File: config.mk
export PLATFORM = sky130hd
export DESIGN_NAME = prbe_post
export DESIGN_NICKNAME = d
export VERILOG_FILES = /design/src/design/prbe_pkg.sv /design/src/design/prbe_post.sv
export SDC_FILE = /design/constraint.sdc
export NUM_CORES = 1
export LEC_CHECK = 0
export ABC_AREA = 1
export BUFFER_PORTS_ARGS = -buffer_cell sky130_fd_sc_hd__clkbuf_2
export CAP_MARGIN = 10
export CORE_AREA = 5 5 342 344
export DETAILED_ROUTE_END_ITERATION = 10
export DIE_AREA = 0 0 347 349
export HOLD_SLACK_MARGIN = 0.06
export SETUP_SLACK_MARGIN = 0.3
export SLEW_MARGIN = 15
export SYNTH_ARGS = -nofsm -noshare
export SYNTH_HDL_FRONTEND = slang
export SYNTH_SLANG_ARGS = --single-unit
File: constraint.sdc
create_clock -name clk -period 4.9 [get_ports clk]
set_input_delay 0.98 -clock clk [delete_from_list [all_inputs] [get_ports clk]]
set_output_delay 0.98 -clock clk [all_outputs]
set_load 0.02 [all_outputs]
File: src/design/prbe_pkg.sv
// prbe_pkg: shared widths, constants and the cell payload type for the
// partial-fraction basis evaluator. No dependencies.
`timescale 1ns / 1ps
package prbe_pkg;

  localparam int FRAC_BITS_DEF = 16;
  localparam int IN_W          = 32;
  localparam int MAG_W         = IN_W + 1;
  localparam int SQ_W          = 2 * MAG_W;
  localparam int DEN_W         = SQ_W - 1;
  localparam int LIM_LOG       = 40;
  localparam int CQ_W          = LIM_LOG + 1;
  localparam int TERM_W        = CQ_W + 1;
  localparam int SUM_W         = TERM_W + 1;
  localparam int NTERM         = 4;

  typedef logic [MAG_W-1:0] mag_t;
  typedef logic [DEN_W-1:0] den_t;

  typedef struct packed {
    logic                         valid;
    logic                         cplx;
    logic                         zero;
    logic                         sx;
    logic                         sy1;
    logic                         sy2;
    mag_t                         mx;
    mag_t                         my1;
    mag_t                         my2;
    den_t                         d1;
    den_t                         d2;
    logic [NTERM-1:0][DEN_W-1:0]  rem;
  } cell_t;

endpackage

File: src/design/prbe_post.sv
// prbe_post: clamps and signs the quotients, then sums and saturates; a zero flag forces saturation.
// Depends on prbe_pkg.
`timescale 1ns / 1ps
module prbe_post
  import prbe_pkg::*;
#(
  parameter int FRAC_BITS = FRAC_BITS_DEF,
  parameter int QW        = MAG_W + 2 * FRAC_BITS
)
(
  input  logic                       clk,
  input  logic                       rst,
  input  cell_t                      cell_in,
  input  logic [NTERM-1:0][QW-1:0]   q_in,
  output logic                       done,
  output logic signed [IN_W-1:0]     first_re,
  output logic signed [IN_W-1:0]     first_im,
  output logic signed [IN_W-1:0]     second_re,
  output logic signed [IN_W-1:0]     second_im,
  output logic                       saturated
);

  localparam logic [QW-1:0] LIM = QW'(1) << LIM_LOG;
  localparam logic signed [SUM_W-1:0] SMAX = SUM_W'((64'sd1 <<< (IN_W - 1)) - 1);
  localparam logic signed [SUM_W-1:0] SMIN = -SUM_W'(64'sd1 <<< (IN_W - 1));
  localparam logic [IN_W-1:0] POS_MAX = {1'b0, {(IN_W - 1){1'b1}}};

  logic [NTERM-1:0]                    sg;
  logic [NTERM-1:0][CQ_W-1:0]          cq;
  logic signed [TERM_W-1:0]            t_next [NTERM];
  logic signed [TERM_W-1:0]            t [NTERM];
  logic                                v, c, z;
  logic signed [SUM_W-1:0]             e [NTERM];
  logic [NTERM-1:0]                    of;
  logic [NTERM-1:0][IN_W-1:0]          r;

  always_comb begin
    sg[0] = cell_in.sx;
    sg[1] = cell_in.sy1;
    sg[2] = cell_in.sx;
    sg[3] = cell_in.sy2;
    for (int k = 0; k < NTERM; k++) begin
      cq[k] = (q_in[k] > LIM) ? CQ_W'(LIM) : q_in[k][CQ_W-1:0];
      t_next[k] = sg[k] ? -$signed({1'b0, cq[k]}) : $signed({1'b0, cq[k]});
    end
  end

  always_ff @(posedge clk) begin
    v <= rst ? 1'b0 : cell_in.valid;
    c <= cell_in.cplx;
    z <= cell_in.zero;
    for (int k = 0; k < NTERM; k++) begin
      t[k] <= t_next[k];
    end
  end

  always_comb begin
    if (c) begin
      e[0] = SUM_W'(t[0]) + SUM_W'(t[2]);
      e[1] = -SUM_W'(t[1]) - SUM_W'(t[3]);
      e[2] = SUM_W'(t[1]) - SUM_W'(t[3]);
      e[3] = SUM_W'(t[0]) - SUM_W'(t[2]);
    end else begin
      e[0] = SUM_W'(t[0]);
      e[1] = -SUM_W'(t[1]);
      e[2] = '0;
      e[3] = '0;
    end
    for (int k = 0; k < NTERM; k++) begin
      of[k] = (e[k] > SMAX) || (e[k] < SMIN);
      if (e[k] > SMAX) begin
        r[k] = POS_MAX;
      end else if (e[k] < SMIN) begin
        r[k] = ~POS_MAX;
      end else begin
        r[k] = e[k][IN_W-1:0];
      end
    end
  end

  always_ff @(posedge clk) begin
    done <= rst ? 1'b0 : v;
    if (z) begin
      first_re  <= POS_MAX;
      first_im  <= POS_MAX;
      second_re <= c ? POS_MAX : '0;
      second_im <= c ? POS_MAX : '0;
      saturated <= 1'b1;
    end else begin
      first_re  <= r[0];
      first_im  <= r[1];
      second_re <= r[2];
      second_im <= r[3];
      saturated <= |of;
    end
  end

endmodule

==> flow_summary.toml, run 1 <==
[cells_and_area]
layoutNonFillerInstCount = 7161
drive_above_1_share_pct = 12.8
post_synthesis_to_final_layout_area_growth_pct = 17.5
nNetsFinal = 6545

[critical_path]
worstSetupStartpoint = "t[1][16]"
worstSetupStartpointType = "flip-flop"
cpPeakStageDelay_ns = 0.37
critical_path.reg2reg.endpoint = "first_im[12]"
combined_buffer_and_inverter_count_along_the_critical_path = 5
critPathCaptureType = "flip-flop"
setup_slack_reg_to_reg_ns = 0.49
r2r_start = "t[1][16]"
critical_path.slowest_cell = "sky130_fd_sc_hd__dfxtp_1"
critPathKind = "reg2reg"
timing.critical_path.depth = 26
timing.critical_path.to = "first_im[12]"
crit_arrival_ns = 4.88
crit_path_frequent_cell = "sky130_fd_sc_hd__nand2_1"
crit_fanout = 29
required_ns = 5.36
r2r.worst_path.cells = 26
critical-path-top-delay-family = "simple AND/OR/NAND/NOR gates"

[sta]
max_clock_skew_ns = 0.0194
finalWorstPathRequiredPeriod_ns = 4.41
tightest_slew_ns = 0.900
final_setup_violation_count = 0
rsz_0062_raised_after_global_routing = "false"
finalCritPeriodShare_pct = 90.1
hold-worst-slack_ns = 0.411
report.final.hold_viol_count = 0
tns_ns = 0
slew_violations = 0
fmax_mhz = 227
timing.slew.headroom_pct = 39.4

[detailed_routing]
dr.first_iter.drc_count = 3067
vias = 33700
detailed_route_wl_um = 133000
avgRoutedWirePerCell_um = 18.5
drtPass1Iterations = 6
antenna_violating_nets_post_route = 0
vias_per_cell = 4.71
post_route_drc_violation_count = 0

[floorplanning]
io_pins = 887
die_w_um = 347
num_rows = 124
floorplan.initialDensity_pct = 26.3
die-height_um = 349
die_area_um2 = 121000
core-area_um2 = 114000

[synth]
synth_warnings = 0
yosys-top-cells-area = "sky130_fd_sc_hd__nand2_1, sky130_fd_sc_hd__dfxtp_1, sky130_fd_sc_hd__inv_1, sky130_fd_sc_hd__nor2_1, sky130_fd_sc_hd__ha_1"
synth.avg_cell_area_um2 = 5.71
synth_top_cell_by_area = "sky130_fd_sc_hd__nand2_1"
ys_seq_area_share_pct = 20.2
post_synthesis_cell_area_um2 = 29800
synth-edff-count = 0
postSynthNetCount = 6159
synth_seq_cells = 301
synth_ff_type = "sky130_fd_sc_hd__dfxtp_1"
synth.top_cell.area_share_pct = 20.7
syn-instance-count = 5226
synth_async_sr_flop_share_pct = 0
synth.lib_cells_used.distinct = 56

[grt]
grt_remaining_overflow = 0
grt_antenna_before_repair = 23
grt_pass1_vias = 30900
largest_net_degree_at_the_start_of_global_routing = 63
global_route_wire_length_before_repair_um = 192000
grt_util_all_layers_pct = 20.7

[placed_design]
detailedPlacementHpwl_um = 116000
io_buffer_count = 397
numPlacedInstances = 7083
finalWeightedCongestion = 0.973

[power]
internal-power_uw = 4490
power.density_cell_area_nw_per_um2 = 179
power_frac_clock_pct = 45.2
p_seq_share_pct = 41.7
comb_power_share_pct = 13.1
power_leakage_uw = 0.0198
power.ir.vdd_worst_mv = 0.194
switching_share_pct = 28.3
totalPowerFinal_uw = 6270
power_switching_uw = 1780

[outcome]
run_status = "completed"

[clock_tree]
numClockSinks = 301
ctsHoldBuffers = 0
clock_latency_ns = 0.59
clockRootBuffer = "sky130_fd_sc_hd__clkbuf_16"
tritoncts.num_buffers = 37
tritoncts_clock_tree = "yes"
cts.reportedPaths.clkPinSlew_ns = 0.06
ctsLongestPathBuffers = 3
htree_num_levels = 2

[run]
cap_viol_max_count = 0

[hold_path]
min_from = "v"
min_path_type = "reg2reg"
==> synth_stat cells (all sizes together), types with 18 or more instances <==
| library cell | n |
|---|---|
| nand3 | 329 |
| nand4 | 74 |
| xor2 | 168 |
| clkbuf | 41 |
| nor2 | 685 |
| o21ai | 256 |
| a31oi | 19 |
| o21bai | 35 |
| xnor2 | 54 |
| inv | 873 |
| a21oi | 253 |
| nand3b | 18 |
| dfxtp | 301 |
| or2 | 28 |
| o211ai | 26 |
| ha | 172 |
| buf | 80 |
| nand2 | 1674 |
| nor3 | 64 |
==> cells by family (layout without fill, tap and decap cells) <==
group	count (synthesis)	in the layout	synth area share, %
xor+xnor	222	222	6.52
flops	301	301	20.2
buf+inv	998	1412	13.5
other cells	0	9	0
simple gates	2898	2898	40.3
compound gates	631	631	11.9
fa+ha+maj	176	176	7.48
==> power groups by stage <==
| stage | Clock (uW) | Sequential (uW) | Combinational (uW) |
|---|---|---|---|
| 2_1_floorplan | 0 | 2780 | 309 |
| 3_3_place_gp | 0 | 2680 | 824 |
| 3_5_place_dp | 0 | 2680 | 826 |
| 4_1_cts | 2930 | 2620 | 829 |
| 5_1_grt | 3010 | 2630 | 895 |
| 6_report | 2830 | 2620 | 821 |
==> tightest hold or removal path, stage by stage, from the launching register on <==
cell and delay, ns:
sky130_fd_sc_hd__dfxtp_1 0.30, sky130_fd_sc_hd__inv_1 0.04, sky130_fd_sc_hd__nor2_1 0.03
==> cells in the final DEF (no fill, tap or decap), types with 12 or more instances in the layout <==
| cell type | n |
|---|---|
| sky130_fd_sc_hd__a21oi_1 | 244 |
| sky130_fd_sc_hd__a31oi_1 | 19 |
| sky130_fd_sc_hd__buf_4 | 68 |
| sky130_fd_sc_hd__clkbuf_16 | 38 |
| sky130_fd_sc_hd__clkbuf_2 | 397 |
| sky130_fd_sc_hd__dfxtp_1 | 298 |
| sky130_fd_sc_hd__ha_1 | 169 |
| sky130_fd_sc_hd__inv_1 | 857 |
| sky130_fd_sc_hd__inv_2 | 14 |
| sky130_fd_sc_hd__nand2_1 | 1637 |
| sky130_fd_sc_hd__nand2_2 | 35 |
| sky130_fd_sc_hd__nand3_1 | 317 |
| sky130_fd_sc_hd__nand3_2 | 12 |
| sky130_fd_sc_hd__nand3b_1 | 18 |
| sky130_fd_sc_hd__nand4_1 | 74 |
| sky130_fd_sc_hd__nor2_1 | 631 |
| sky130_fd_sc_hd__nor2_2 | 45 |
| sky130_fd_sc_hd__nor3_1 | 55 |
| sky130_fd_sc_hd__nor4_1 | 14 |
| sky130_fd_sc_hd__o211ai_1 | 26 |
| sky130_fd_sc_hd__o21ai_0 | 215 |
| sky130_fd_sc_hd__o21ai_1 | 21 |
| sky130_fd_sc_hd__o21ai_2 | 20 |
| sky130_fd_sc_hd__o21bai_1 | 34 |
| sky130_fd_sc_hd__o41ai_1 | 16 |
| sky130_fd_sc_hd__or2_2 | 22 |
| sky130_fd_sc_hd__xnor2_1 | 54 |
| sky130_fd_sc_hd__xor2_1 | 164 |
==> routing by layer <==
| layer | global-route usage, % | vias up | part of all wire [%] |
|---|---|---|---|
| li1 | - | 17100 | - |
| met1 | 29.7 | 15200 | 47 |
| met2 | 31.8 | 1263 | 42 |
| met3 | 4.34 | 148 | 8.6 |
| met4 | 4.86 | 20 | 2.4 |
| met5 | 0 | - | 0.10 |
==> worst min path at each step <==
| stage | endpoint | depth (start not counted) |
|---|---|---|
| after floorplan | done | 2 |
| after global placement | done | 2 |
| after detailed placement | done | 2 |
| after CTS | done | 2 |
| after global routing | done | 2 |
| final | done | 2 |
==> stage by stage <==
stage,util (%),setup slack [ns],cell area [um2]
floorplan,-,1.43,29800
global placement,29.5,0.249,33500
detailed placement,29.5,0.188,33500
CTS,30.6,0.321,34800
global route,30.8,0.266,35000
finish,30.9,0.485,35000
==> flip-flops by register name, indices dropped and copies added (netlist names) <==
name / count
v: 1
done: 1
z: 1
saturated: 1
first_re: 32
second_im: 32
t: 168
c: 1
first_im: 32
second_re: 32
==> timing repair <==
item                                    4_1_cts  5_1_grt
gates cloned                                  0        0
pin swaps                                     0       10
setup buffers                                 0        2
endpoints found under the setup margin       33       33
gates resized for setup                       3       61
==> layout make-up <==
cell class | instances | area, um2
Fill cell | 12900 | 78500
Multi-Input combinational cell | 3927 | 20000
Sequential cell | 301 | 6030
Inverter | 877 | 3300
Timing Repair Buffer | 468 | 2560
Tap cell | 1512 | 1890
Clock buffer | 51 | 1050
Clock inverter | 16 | 211
Antenna cell | 9 | 22.5
Note: power is estimated with default switching activity, not from simulation.
==> run 2, diff against run 1 <==
- PLACE_DENSITY: default -> 0.56
==> flow_summary.toml, run 2 (synthesis gave the netlist of run 1 again) <==
[detailed_routing]
vias_per_cell = 4.73
post_route_drc_violation_count = 0
detailed_route_wl_um = 133000
avgRoutedWirePerCell_um = 18.7
dr.first_iter.drc_count = 2910
drtPass1Iterations = 6
antenna_violating_nets_post_route = 0
vias = 33800

[sta]
fmax_mhz = 229
hold-worst-slack_ns = 0.407
slew_violations = 0
timing.slew.headroom_pct = 37.5
tns_ns = 0
finalCritPeriodShare_pct = 89.1
final_setup_violation_count = 0
max_clock_skew_ns = 0.0259
report.final.hold_viol_count = 0
tightest_slew_ns = 0.937
finalWorstPathRequiredPeriod_ns = 4.36
rsz_0062_raised_after_global_routing = "true"

[critical_path]
crit_fanout = 30
critical_path.reg2reg.endpoint = "first_im[27]"
crit_arrival_ns = 4.82
worstSetupStartpointType = "flip-flop"
r2r.worst_path.cells = 25
r2r_start = "t[1][1]"
critPathKind = "reg2reg"
worstSetupStartpoint = "t[1][1]"
required_ns = 5.36
crit_path_frequent_cell = "sky130_fd_sc_hd__nand2_1"
cpPeakStageDelay_ns = 0.39
timing.critical_path.to = "first_im[27]"
critPathCaptureType = "flip-flop"
setup_slack_reg_to_reg_ns = 0.54
critical_path.slowest_cell = "sky130_fd_sc_hd__dfxtp_1"

[floorplanning]
num_rows = 124
die_area_um2 = 121000
die_w_um = 347
io_pins = 887
floorplan.initialDensity_pct = 26.3
core-area_um2 = 114000
die-height_um = 349

[cells_and_area]
register_with_the_most_flip_flops = "t"
final_common_cell = "sky130_fd_sc_hd__nand2_1"
largest_reg_flops = 168
mostFrequentLayoutCells = "sky130_fd_sc_hd__nand2_1, sky130_fd_sc_hd__inv_1, sky130_fd_sc_hd__nor2_1"
nNetsFinal = 6524
drive_above_1_share_pct = 12.4
post_synthesis_to_final_layout_area_growth_pct = 16.6

[clock_tree]
ctsLongestPathBuffers = 3
htree_num_levels = 2
tritoncts.num_buffers = 38
numClockSinks = 301
clockRootBuffer = "sky130_fd_sc_hd__clkbuf_16"
tritoncts_clock_tree = "yes"
ctsHoldBuffers = 0
cts.reportedPaths.clkPinSlew_ns = 0.06
clock_latency_ns = 0.58

[outcome]
run_status = "completed"

[placed_design]
io_buffer_count = 397
detailedPlacementHpwl_um = 116000
finalWeightedCongestion = 0.989

[grt]
largest_net_degree_at_the_start_of_global_routing = 74
grt_remaining_overflow = 0
global_route_wire_length_before_repair_um = 194000
grt_util_all_layers_pct = 20.9
grt_antenna_before_repair = 22
grt_pass1_vias = 30800

[hold_path]
min_path_type = "reg2reg"

[power]
power.density_cell_area_nw_per_um2 = 178
power.ir.vdd_worst_mv = 0.158
power_leakage_uw = 0.0197

[run]
cap_viol_max_count = 0
-- run 2: cell count changes in the layout (fill, tap and decap cells not counted), moves of 3 or more --
cell	before	now
sky130_fd_sc_hd__inv_6	2	6
sky130_fd_sc_hd__buf_4	68	47
sky130_fd_sc_hd__clkbuf_1	8	4
sky130_fd_sc_hd__clkinvlp_4	2	5
sky130_fd_sc_hd__nand2_2	35	32
sky130_fd_sc_hd__diode_2	9	6
sky130_fd_sc_hd__nor2_1	631	635
sky130_fd_sc_hd__nand2_1	1637	1640
-- run 2: layer usage --
metal  track usage [%]  vias up  part of all wire [%]
li1                  -    17100                     -
met1              30.1    15300                    48
met2              32.3     1190                    42
met3              3.81      148                   7.6
met4              4.81       18                   2.3
met5                 0        -                 0.093
-- run 2: layout make-up --
| type | instances | area [um2] |
|---|---|---|
| Clock buffer | 48 | 1050 |
| Sequential cell | 301 | 6030 |
| Inverter | 877 | 3300 |
| Tap cell | 1512 | 1890 |
| Multi-Input combinational cell | 3927 | 19900 |
| Fill cell | 13000 | 78800 |
| Antenna cell | 6 | 15.0 |
| Timing Repair Buffer | 446 | 2380 |
| Clock inverter | 18 | 169 |
-- run 2: report_power, final --
group / switching [uW] / internal (uW)
combinational: 552 / 249
sequential: 60.5 / 2560
clock: 1170 / 1590
-- run 2: worst max-delay path: cells and delay by family, from the launching register on --
family	cells	cell delay [ns]
buffers and inverters	4	0.48
adders and majority gates	2	0.54
xor gates and xnor gates	1	0.22
and+or+nand+nor	18	2.59
DFF	1	0.39
-- run 2: what timing repair did --
| action | in CTS | in global routing |
|---|---|---|
| pin swaps | 0 | 4 |
| endpoints found under the setup margin | 32 | 33 |
| buffers inserted | 0 | 3 |
| resized for setup | 3 | 47 |
-- run 2: worst min-delay path by stage --
stage	cells after the start	end	startpoint	slack, ns
floorplan	2	done	v	0.39
global placement	2	done	v	0.40
detailed placement	2	done	v	0.40
CTS	2	done	v	0.41
global route	2	done	v	0.42
finish	2	done	v	0.41
-- run 2: metrics by stage --
stage                     utilization (%)  instance area (um2)  total power, uW  worst slack (ns)  cells
after floorplan                         -                29800             3080              1.43   5226
after global placement               29.4                33300             3470             0.270   7060
after detailed placement             29.4                33300             3480             0.203   7060
after CTS                            30.4                34600             6280             0.301   7126
after global routing                 30.6                34800             6440             0.290   7131
final                                30.6                34800             6170             0.535   7135
